--- src/rtl/bse_pkg.sv ---
`default_nettype none

package bse_pkg;

  // Fixed-point format of coordinates: signed Q5.27 in 32 bits.
  localparam int FracBits = 27;
  localparam int QWidth   = 32;

  // Largest image the index clamp allows.
  localparam int MaxWidth  = 4096;
  localparam int MaxHeight = 4096;

  // Configuration register indexes.
  localparam logic [2:0] RegXMin      = 3'd0;
  localparam logic [2:0] RegYMax      = 3'd1;
  localparam logic [2:0] RegStepX     = 3'd2;
  localparam logic [2:0] RegStepY     = 3'd3;
  localparam logic [2:0] RegIterLimit = 3'd4;

  // Reset values of the configuration registers.
  localparam logic signed [31:0] XMinReset      = -32'sd335544320;
  localparam logic signed [31:0] YMaxReset      = 32'sd134217728;
  localparam logic        [27:0] StepXReset     = 28'd524288;
  localparam logic        [27:0] StepYReset     = 28'd524288;
  localparam logic        [15:0] IterLimitReset = 16'd256;

  // Escape threshold 4.0 in Q.27.
  localparam logic [36:0] EscapeLimit = 37'(64'd4 << FracBits);

  typedef struct packed {
    logic signed [31:0] x_min;
    logic signed [31:0] y_max;
    logic        [27:0] step_x;
    logic        [27:0] step_y;
    logic        [15:0] iter_limit;
  } cfg_t;

  // Operand pairs of the shared multiplier.
  typedef enum logic [2:0] {
    MUL_CX,
    MUL_CY,
    MUL_XX,
    MUL_YY,
    MUL_XY
  } mul_sel_t;

  typedef struct packed {
    logic     load;    // latch a new pixel and clear z
    mul_sel_t mul_sel;
    logic     ld_cx;
    logic     ld_cy;
    logic     ld_xx;
    logic     ld_yy;
    logic     step;    // commit the new z and count the iteration
    logic     finish;  // register the result word
  } dp_cmd_t;

  typedef struct packed {
    logic stop;        // escaped or reached the limit
  } dp_stat_t;

  // Saturate a 42-bit signed sum to Q5.27.
  function automatic logic signed [31:0] sat_q(input logic signed [41:0] v);
    logic signed [41:0] hi;
    logic signed [41:0] lo;
    hi = 42'sd2147483647;
    lo = -42'sd2147483648;
    if (v > hi) begin
      sat_q = 32'sh7FFF_FFFF;
    end else if (v < lo) begin
      sat_q = 32'sh8000_0000;
    end else begin
      sat_q = v[31:0];
    end
  endfunction

endpackage

`default_nettype wire

--- src/rtl/bse_cfg.sv ---
`default_nettype none

module bse_cfg (
  input  wire logic             clk,
  input  wire logic             rst,
  input  wire logic             cfg_valid,
  output logic                  cfg_ready,
  input  wire logic [2:0]       cfg_index,
  input  wire logic [31:0]      cfg_data,
  output bse_pkg::cfg_t         cfg
);

  assign cfg_ready = 1'b1;

  always_ff @(posedge clk) begin
    if (rst) begin
      cfg.x_min      <= bse_pkg::XMinReset;
      cfg.y_max      <= bse_pkg::YMaxReset;
      cfg.step_x     <= bse_pkg::StepXReset;
      cfg.step_y     <= bse_pkg::StepYReset;
      cfg.iter_limit <= bse_pkg::IterLimitReset;
    end else if (cfg_valid && cfg_ready) begin
      case (cfg_index)
        bse_pkg::RegXMin:      cfg.x_min      <= cfg_data;
        bse_pkg::RegYMax:      cfg.y_max      <= cfg_data;
        bse_pkg::RegStepX:     cfg.step_x     <= cfg_data[27:0];
        bse_pkg::RegStepY:     cfg.step_y     <= cfg_data[27:0];
        bse_pkg::RegIterLimit: cfg.iter_limit <= cfg_data[15:0];
        default: ;
      endcase
    end
  end

endmodule

`default_nettype wire

--- src/rtl/bse_ctrl.sv ---
`default_nettype none

module bse_ctrl (
  input  wire logic              clk,
  input  wire logic              rst,
  input  wire logic              start,
  output logic                   busy,
  input  wire bse_pkg::dp_stat_t stat,
  output bse_pkg::dp_cmd_t       cmd
);

  typedef enum logic [2:0] {
    S_IDLE,
    S_CX,
    S_CY,
    S_CY_ADD,
    S_SQX,
    S_SQY,
    S_XY,
    S_TEST
  } state_t;

  state_t state;

  assign busy = (state != S_IDLE);

  always_ff @(posedge clk) begin
    if (rst) begin
      state <= S_IDLE;
    end else begin
      case (state)
        S_IDLE:   if (start) state <= S_CX;
        S_CX:     state <= S_CY;
        S_CY:     state <= S_CY_ADD;
        S_CY_ADD: state <= S_SQX;
        S_SQX:    state <= S_SQY;
        S_SQY:    state <= S_XY;
        S_XY:     state <= S_TEST;
        S_TEST:   state <= stat.stop ? S_IDLE : S_SQX;
        default:  state <= S_IDLE;
      endcase
    end
  end

  always_comb begin
    cmd         = '0;
    cmd.mul_sel = bse_pkg::MUL_XX;
    case (state)
      S_IDLE: cmd.load = start;
      S_CX:   cmd.mul_sel = bse_pkg::MUL_CX;
      S_CY: begin
        cmd.mul_sel = bse_pkg::MUL_CY;
        cmd.ld_cx   = 1'b1;
      end
      S_CY_ADD: cmd.ld_cy = 1'b1;
      S_SQX:    cmd.mul_sel = bse_pkg::MUL_XX;
      S_SQY: begin
        cmd.mul_sel = bse_pkg::MUL_YY;
        cmd.ld_xx   = 1'b1;
      end
      S_XY: begin
        cmd.mul_sel = bse_pkg::MUL_XY;
        cmd.ld_yy   = 1'b1;
      end
      S_TEST: begin
        cmd.step   = !stat.stop;
        cmd.finish = stat.stop;
      end
      default: ;
    endcase
  end

endmodule

`default_nettype wire

--- src/rtl/bse_dp.sv ---
`default_nettype none

module bse_dp (
  input  wire logic              clk,
  input  wire logic              rst,
  input  wire bse_pkg::cfg_t     cfg,
  input  wire bse_pkg::dp_cmd_t  cmd,
  output bse_pkg::dp_stat_t      stat,
  input  wire logic [11:0]       column,
  input  wire logic [11:0]       row,
  output logic                   done,
  output logic [15:0]            iterations,
  output logic                   inside_res,
  output logic [33:0]            final_magnitude
);

  logic [11:0]        col_q;
  logic [11:0]        row_q;
  logic signed [31:0] cx;
  logic signed [31:0] cy;
  logic signed [31:0] zx;
  logic signed [31:0] zy;
  logic [15:0]        iter;
  logic [63:0]        prod;
  logic [35:0]        xx;
  logic [35:0]        yy;

  logic [31:0]        ax;
  logic [31:0]        ay;
  logic [31:0]        op_a;
  logic [31:0]        op_b;
  logic [16:0]        col_ext;
  logic [16:0]        row_ext;
  logic [11:0]        col_clamp;
  logic [11:0]        row_clamp;
  logic signed [41:0] cx_sum;
  logic signed [41:0] cy_sum;
  logic signed [37:0] zx_sum;
  logic signed [37:0] zy_sum;
  logic [36:0]        mag2;
  logic               limit_hit;

  // Indexes past the image edge clamp to the last column or row.
  assign col_ext   = {5'd0, column};
  assign row_ext   = {5'd0, row};
  assign col_clamp = (col_ext >= 17'(bse_pkg::MaxWidth))  ? 12'(bse_pkg::MaxWidth - 1)  : column;
  assign row_clamp = (row_ext >= 17'(bse_pkg::MaxHeight)) ? 12'(bse_pkg::MaxHeight - 1) : row;

  // Magnitudes; the most negative value maps to 2^31, which fits unsigned.
  assign ax = zx[31] ? 32'(-zx) : 32'(zx);
  assign ay = zy[31] ? 32'(-zy) : 32'(zy);

  always_comb begin
    case (cmd.mul_sel)
      bse_pkg::MUL_CX: begin
        op_a = {20'd0, col_q};
        op_b = {4'd0, cfg.step_x};
      end
      bse_pkg::MUL_CY: begin
        op_a = {20'd0, row_q};
        op_b = {4'd0, cfg.step_y};
      end
      bse_pkg::MUL_XX: begin
        op_a = ax;
        op_b = ax;
      end
      bse_pkg::MUL_YY: begin
        op_a = ay;
        op_b = ay;
      end
      bse_pkg::MUL_XY: begin
        op_a = ax;
        op_b = ay;
      end
      default: begin
        op_a = ax;
        op_b = ax;
      end
    endcase
  end

  // The index times step product reaches almost 2^40, so the sums need 42 bits.
  assign cx_sum = $signed({{10{cfg.x_min[31]}}, cfg.x_min}) + $signed({2'b00, prod[39:0]});
  assign cy_sum = $signed({{10{cfg.y_max[31]}}, cfg.y_max}) - $signed({2'b00, prod[39:0]});

  // New z: the products are floors of non-negative values, so truncation is a shift.
  assign zx_sum = $signed({2'b00, xx}) - $signed({2'b00, yy}) + {{6{cx[31]}}, cx};
  assign zy_sum = $signed({1'b0, prod[62:26]}) + {{6{cy[31]}}, cy};

  assign mag2      = {1'b0, xx} + {1'b0, yy};
  assign limit_hit = (iter >= cfg.iter_limit);
  assign stat.stop = (mag2 >= bse_pkg::EscapeLimit) || limit_hit;

  always_ff @(posedge clk) begin
    prod <= op_a * op_b;
    if (cmd.load) begin
      col_q <= col_clamp;
      row_q <= row_clamp;
      zx    <= '0;
      zy    <= '0;
      iter  <= '0;
    end
    if (cmd.ld_cx) cx <= bse_pkg::sat_q(cx_sum);
    if (cmd.ld_cy) cy <= bse_pkg::sat_q(cy_sum);
    if (cmd.ld_xx) xx <= prod[62:27];
    if (cmd.ld_yy) yy <= prod[62:27];
    if (cmd.step) begin
      zx   <= bse_pkg::sat_q({{4{zx_sum[37]}}, zx_sum});
      zy   <= bse_pkg::sat_q({{4{zy_sum[37]}}, zy_sum});
      iter <= iter + 16'd1;
    end
    if (cmd.finish) begin
      iterations      <= iter;
      inside_res      <= limit_hit;
      final_magnitude <= (mag2[36:34] != 3'd0) ? {34{1'b1}} : mag2[33:0];
    end
  end

  always_ff @(posedge clk) begin
    if (rst) begin
      done <= 1'b0;
    end else begin
      done <= cmd.finish;
    end
  end

endmodule

`default_nettype wire

--- src/rtl/burning_ship_escape_time_top.sv ---
`default_nettype none

// Burning Ship escape-time engine, one pixel at a time.
// Each iteration makes three passes of the one shared 32x32 multiplier (zx^2, zy^2, zx*zy)
// and one step to test and update; a new pixel is taken only once the engine is idle.
// Reset (rst, synchronous, active high) idles the engine and restores the default view.
// The result word is shown for one cycle with done high; the receiver cannot stall it.

module burning_ship_escape_time_top (
  input  wire logic        clk,
  input  wire logic        rst,

  // Pixel command: taken when start is high and busy is low.
  input  wire logic        start,
  output logic             busy,
  input  wire logic [11:0] column,
  input  wire logic [11:0] row,

  // Result word, valid for the single cycle in which done is high.
  output logic             done,
  output logic [15:0]      iterations,
  output logic             inside_res,
  output logic [33:0]      final_magnitude,

  // Configuration writes: register index and data, taken when valid and ready.
  input  wire logic        cfg_valid,
  output logic             cfg_ready,
  input  wire logic [2:0]  cfg_index,
  input  wire logic [31:0] cfg_data
);

  bse_pkg::cfg_t     cfg;
  bse_pkg::dp_cmd_t  cmd;
  bse_pkg::dp_stat_t stat;

  // The register file holds the view window and the iteration limit. Software must write it
  // only while the engine is idle; the block does not enforce this, and the datapath reads it directly.
  bse_cfg u_cfg (
    .clk       (clk),
    .rst       (rst),
    .cfg_valid (cfg_valid),
    .cfg_ready (cfg_ready),
    .cfg_index (cfg_index),
    .cfg_data  (cfg_data),
    .cfg       (cfg)
  );

  // The controller first forms c with two multiplier passes, then loops through the
  // square, square, cross product and test steps until the point escapes or the
  // iteration count reaches the limit.
  bse_ctrl u_ctrl (
    .clk   (clk),
    .rst   (rst),
    .start (start),
    .busy  (busy),
    .stat  (stat),
    .cmd   (cmd)
  );

  // The datapath holds c, z, the iteration count and the registered product. Every new
  // coordinate saturates to Q5.27, and the reported magnitude saturates at 34 bits.
  bse_dp u_dp (
    .clk             (clk),
    .rst             (rst),
    .cfg             (cfg),
    .cmd             (cmd),
    .stat            (stat),
    .column          (column),
    .row             (row),
    .done            (done),
    .iterations      (iterations),
    .inside_res      (inside_res),
    .final_magnitude (final_magnitude)
  );

endmodule

`default_nettype wire

--- config.mk ---
export PLATFORM = sky130hd
export DESIGN_NAME = burning_ship_escape_time_top
export DESIGN_NICKNAME = d
export VERILOG_FILES = /design/src/rtl/bse_pkg.sv /design/src/rtl/bse_cfg.sv /design/src/rtl/bse_ctrl.sv /design/src/rtl/bse_dp.sv /design/src/rtl/burning_ship_escape_time_top.sv
export SDC_FILE = /design/constraint.sdc
export NUM_CORES = 2
export LEC_CHECK = 0
export BUFFER_PORTS_ARGS = -buffer_cell sky130_fd_sc_hd__buf_2
export CAP_MARGIN = 20
export CORE_UTILIZATION = 33
export CTS_BUF_LIST = sky130_fd_sc_hd__clkbuf_2 sky130_fd_sc_hd__clkbuf_4 sky130_fd_sc_hd__clkbuf_8
export DETAILED_ROUTE_END_ITERATION = 16
export PLACE_DENSITY = 0.57
export SLEW_MARGIN = 20
export SYNTH_ARGS = -nofsm -noshare
export SYNTH_HDL_FRONTEND = slang
export SYNTH_SLANG_ARGS = --single-unit
--- constraint.sdc ---
create_clock -name clk -period 33 [get_ports clk]
set_clock_uncertainty 0.2 [all_clocks]
set_input_delay 8.25 -clock clk [delete_from_list [all_inputs] [get_ports clk]]
set_output_delay 8.25 -clock clk [all_outputs]
set_load 0.02 [all_outputs]
# Yosys cells after proc, flatten, opt, wreduce, memory -nomap -nowiden
# Cells that the tools add are included.
# W data, S select, Z words.
[totals] inputBits=63 out_inout_bits=54 wordCells=96 regBits=494
[classes] n_reduce_logical=14 addsub=9 n_mul=1 n_eq_ne=15 n_lt_le_gt_ge=12 mux=25
[op_table] operator="$mux W32" count=11
[op_table] operator="$pmux W32 S3" count=2
[op_table] operator="$gt A42 B32 Y1 const B" count=2
[op_table] operator="$lt A42 B32 Y1 const B" count=2
[op_table] operator="$gt A38 B32 Y1 const B" count=2
[op_table] operator="$lt A38 B32 Y1 const B" count=2
[op_table] operator="$neg A32 Y32" count=2
[op_table] operator="$mul A32 B32 Y63" count=1
[op_table] operator="$add A32 B41 Y42" count=1
[op_table] operator="$sub A32 B41 Y42" count=1
[op_table] operator="$add A37 B32 Y38" count=1
[op_table] operator="$add A37 B38 Y38" count=1
[op_table] operator="$add A36 B36 Y37" count=1
[op_table] operator="$ge A37 B30 Y1 const B" count=1
[op_table] operator="$sub A36 B36 Y37" count=1
[op_table] operator="$mux W16" count=2
[op_table] operator="$ge A12 B13 Y1 const B" count=2
[op_table] operator="$pmux W3 S8" count=1
[op_table] operator="$eq A3 B3 Y1 const B" count=6
[op_table] operator="$add A16 B1 Y16 const B" count=1
[op_table] operator="$ge A16 B16 Y1" count=1
[op_table] operator="$eq A3 B2 Y1 const B" count=5
[op_table] operator="$pmux W3 S4" count=1
[op_table] operator="$reduce_and A2 Y1" count=5
[op_table] operator="11 further kinds" count=21

# Logic depth before layout (Yosys ltp)
[logic_depth] depth_word=6 mapped_depth=41

# Modules after synthesis
# A second synthesis with hierarchy kept.
[unflattened] cells_unflattened=7211 hier_area_um2=64815.9
[modules_own_cells] module="bse_dp" cells_each=6696 instances=1 area_each_um2=59216.8
[modules_own_cells] module="bse_cfg" cells_each=491 instances=1 area_each_um2=5415.2
[modules_own_cells] module="bse_ctrl" cells_each=24 instances=1 area_each_um2=183.9

# Least setup slack after synthesis
# Ideal clock, no wire load.
[synth_path] kind="input to register" start="input start" end="register u_dp.iter[0] (enable)" stages=2 required_time_ns=32.348 path_slack_ns=21.357 t_arrival_ns=10.991 setup_time_ns=0.452 cell_sequence="and3_1 > nand2b_1"
[synth_via] elab_chain_len=2
[synth_rtl] element="start, declared" line_no="burning_ship_escape_time_top.sv:14" text="input wire logic start,"
[synth_rtl] element="$mux W1" line_no="bse_ctrl.sv:48" text="case (state)"
[synth_rtl] element="$reduce_bool A2 Y1 (no line)"
[synth_rtl] element="end signal, assigned" line_no="bse_dp.sv:110" text="iter <= iter + 16'd1;"
[synth_rtl] element="end, declared" line_no="bse_dp.sv:23" text="logic [15:0] iter;"
# No other way between the ends.
# A chain may end at the register's enable or synchronous reset.

# Worst setup path in the final report
[layout_path] start="register u_ctrl.state[0]" end="register u_dp.prod[62]"
[layout_via] elab_chain_len=6 word_cells_on_any_way=13 classes_between="1 x mul; 7 x eq/ne; 3 x mux; 2 x reduce/logical"
[layout_rtl] element="start, declared" line_no="bse_ctrl.sv:23" text="state_t state;"
[layout_rtl] element="start signal, assigned" line_no="bse_ctrl.sv:39" text="S_TEST: state <= stat.stop ? S_IDLE : S_SQX;"
[layout_rtl] element="$eq A3 B3 Y1 (tied with other cells)" line_no="bse_ctrl.sv:48"
[layout_rtl] element="$pmux W3 S4 (*)" line_no="bse_ctrl.sv:48"
[layout_rtl] element="$eq A3 B2 Y1 or $eq A3 B3 Y1 (tied branches)" line_no="bse_dp.sv:54" text="case (cmd.mul_sel)"
[layout_rtl] element="$reduce_or A2 Y1 (no line)"
[layout_rtl] element="$pmux W32 S3" line_no="bse_dp.sv:54"
[layout_rtl] element="$mul A32 B32 Y63 (*)" line_no="bse_dp.sv:95" text="prod <= op_a * op_b;"
[layout_rtl] element="end signal, assigned" line_no="bse_dp.sv:95"
[layout_rtl] element="end, declared" line_no="bse_dp.sv:24" text="logic [63:0] prod;"
# Mark *: on every way between the ends. The rest lies on a longest branch, timed or not.

==> metrics <==
status completed; area grow syn2layout 8.816%; vias in the first global route 53,657; CP Data Required Time approximately 33 ns; fin nets 8,756; Crit Path Max Fanout 43; max incr delay on CP 0.76 ns; most frequent CP cell fa_1; Slew HR around 15%; FF-to-FF End u_dp.prod[62]$_DFF_P_; Initial Utilization 33.37%; clock root buffer clkbuf_8; Post-synth EDFFs 291; final number of setup-violating endpoints 0; RSZ-0062 raised after global routing no; layout cells sized above 1 6.812%; router iterations before antenna repair 6; Worst path slowest cell nand2_2; syn nets 8,775; mapped cell area 0.06373 sq mm; Crit Reg-Reg Startpoint u_ctrl.state[0]$_SDFFE_PP0P_; largest area contributor in the synthesized netlist fa_1; synth cell count leaders inv_1, nand2_1, fa_1; Hold Fails Final Rpt 0; Final HPWL DP 178.2 mm; startpoint types flop; most instantiated library cell after synthesis inv_1; number of remaining DRC errors 0; yosys warns 0; htree depth 3; FF+latch count, synth ~490; Clk Latency, worst-skew pair 0.78 ns; CP delay by family, top adder cells; PortBufs 115; R2R Setup Slk approximately 20 ns; Mapped Cells 7,303; cts bufs inserted 85; die area ~0.2 sq mm; GPL Wtd Cong 0.9799; Hold-fix buffers, CTS 0; Synth top area share 28.30%; worst-margin pin slew between 1 and 1.5 ns; filler instances 19,715; DRT iter0 DRCs around 5,000; first-pass GRT wire length about 340 mm; CTS tree built; final period utilization around 38%; routed vias/inst 5.353; Setup TNS Final 0 ns; Synth Flop Type edfxtp_1; Setup CP Type flop to flop; CP arrival between 10 and 15 ns; Boundary Pins 117; HP Start u_cfg.cfg[59]$_SDFFE_PP0P_; Rows 160; fraction of registers with async set/reset 0%; core footprint 0.1910 sq mm; most area-consuming cells after synthesis fa_1, edfxtp_1, ha_1; nature of the critical path endpoint flop; Slew Limit Fails 0; total length of routed wires 228.7 mm; HP Class flop to flop; Yosys cell types 85; via count approximately 53,000; Hold Path Cell Cnt 2; All-Layer GR Usage 23.45%; initial antenna violation count 15; largest net degree at the start of global routing 85; max-cap viol count 0; Max Clock Freq 0.08017 GHz; Bufs and invs on worst path 8; Seq/Total Area, Yosys 20.09%; Die W 441.5 um; Tmin final 12.47 ns; post-CTS setup buffer count 0; die height about 440 um; post_cts resized 0; Mean Syn Cell Area 8.727 sq um; Clock transition at path regs 0.06 ns; clk sink count 494; gr ovfl total 0; worst hold endpoint u_cfg.cfg[59]$_SDFFE_PP0P_; antenna-violating nets left 0; R2R cell count 34; post-DR wirelength/cell 23.17 um; CTS max path bufs 3
-- flip-flops by register name, summed over array words and instances (netlist names), 34 cells and up --
name,cells
u_cfg.cfg,136
u_dp.final_magnitude,34
u_dp.prod,63
u_dp.xx,36
u_dp.yy,36
-- final cells by class --
class	instances	area (sq um)	share of cell area (%)
repair buffers	245	1554	2.241
clock inverters	47	452.9	0.6531
multi-input cells	5307	45630	65.79
clock buffers	111	1440	2.076
well taps	2511	3142	4.530
flip-flops and latches	494	12800	18.46
diodes	4	10.01	0.01443
inverters	1151	4320	6.229
-- metrics by stage --
stage | cell area, sq um | hold slack [ns] | cells | setup slack (ns) | utilization [%]
CTS | 69330 | 0.2551 | 9866 | 20.77 | 36.30
floorplan | 63730 | 0.2319 | 7303 | 21.36 | -
global route | 69350 | 0.2755 | 9868 | 19.88 | 36.31
detailed placement | 67440 | 0.2458 | 9708 | 20.76 | 35.31
global placement | 67440 | 0.2419 | 9708 | 20.98 | 35.31
finish | 69350 | 0.2561 | 9870 | 20.53 | 36.31
-- cell families after synthesis --
kind of cell / Yosys count / synth area share [%]
AND/OR/NAND/NOR: 2209 / 14.68
buffers and inverters: 1502 / 8.862
adder cells (fa/ha/maj): 1409 / 38.27
AO/OA/AOI/OAI: 1353 / 13.47
flip-flops: 494 / 20.09
XOR/XNOR: 325 / 4.466
multiplexers: 10 / 0.1571
other: 1 / 0.005884
-- worst reg2reg max path, delay by kind of cell, from the launching register on --
kind	cells	cell delay, ns
compound gates	8	3.37
fa+ha+maj	10	4.85
flops	1	0.40
buf+inv	8	1.13
simple gates	7	2.27
xor+xnor	1	0.13
-- cell usage in the layout (no fill, tap or decap), types with 15 or more instances in the layout --
cell type  Yosys  layout
o31ai_1       35      34
inv_1       1147    1147
nand4_1       38      38
o21a_1        76      74
nand2_1     1058    1057
buf_2          5     114
buf_4          1     131
nor2b_1       37      36
and3_1        33      32
o21bai_1      54      54
nand3_1       68      68
a31oi_1       30      29
nor2_1       715     709
nor4_1        19      19
and2_1        29      29
o22ai_2        2      16
o211ai_1      24      24
xnor2_1      204     204
nor3_1        55      47
a22oi_1       21      21
o22ai_1       29      15
ha_1         508     507
o22a_1        32      32
a211oi_1      26      26
edfxtp_1     291     291
a21oi_1      459     454
clkbuf_8       0      97
dfxtp_1      203     202
or3_1         32      32
a21o_1       188     188
xor2_1       121     121
fa_1         901     901
o21ai_0      236     233
clkinv_2       0      19
nand2b_1      57      56
nand3b_1      15      15
-- layer usage --
layer / vias to the layer above / share of wire [%] / track usage (%)
met4: 4 / 4.9 / 9.755
met2: 2282 / 43 / 35.64
li1: 23508 / - / -
met1: 26556 / 43 / 32.18
met3: 486 / 8.9 / 5.058
met5: - / 0.012 / 0
-- worst max path at each step --
stage                            startpoint  depth (start not counted)  slack (ns)                         end
2_1_floorplan                         start                          2       21.36  u_dp.iter[0]$_SDFFCE_PN0P_
3_3_place_gp   u_ctrl.state[1]$_SDFFE_PP0P_                         35       20.98       u_dp.prod[62]$_DFF_P_
3_5_place_dp   u_ctrl.state[1]$_SDFFE_PP0P_                         35       20.76       u_dp.prod[62]$_DFF_P_
4_1_cts        u_ctrl.state[0]$_SDFFE_PP0P_                         34       20.77       u_dp.prod[62]$_DFF_P_
5_1_grt        u_ctrl.state[0]$_SDFFE_PP0P_                         34       19.88       u_dp.prod[62]$_DFF_P_
6_report       u_ctrl.state[0]$_SDFFE_PP0P_                         34       20.53       u_dp.prod[62]$_DFF_P_
Power is not shown: default switching activity piles up to over one toggle a cycle in this logic, so the estimate is an artifact.
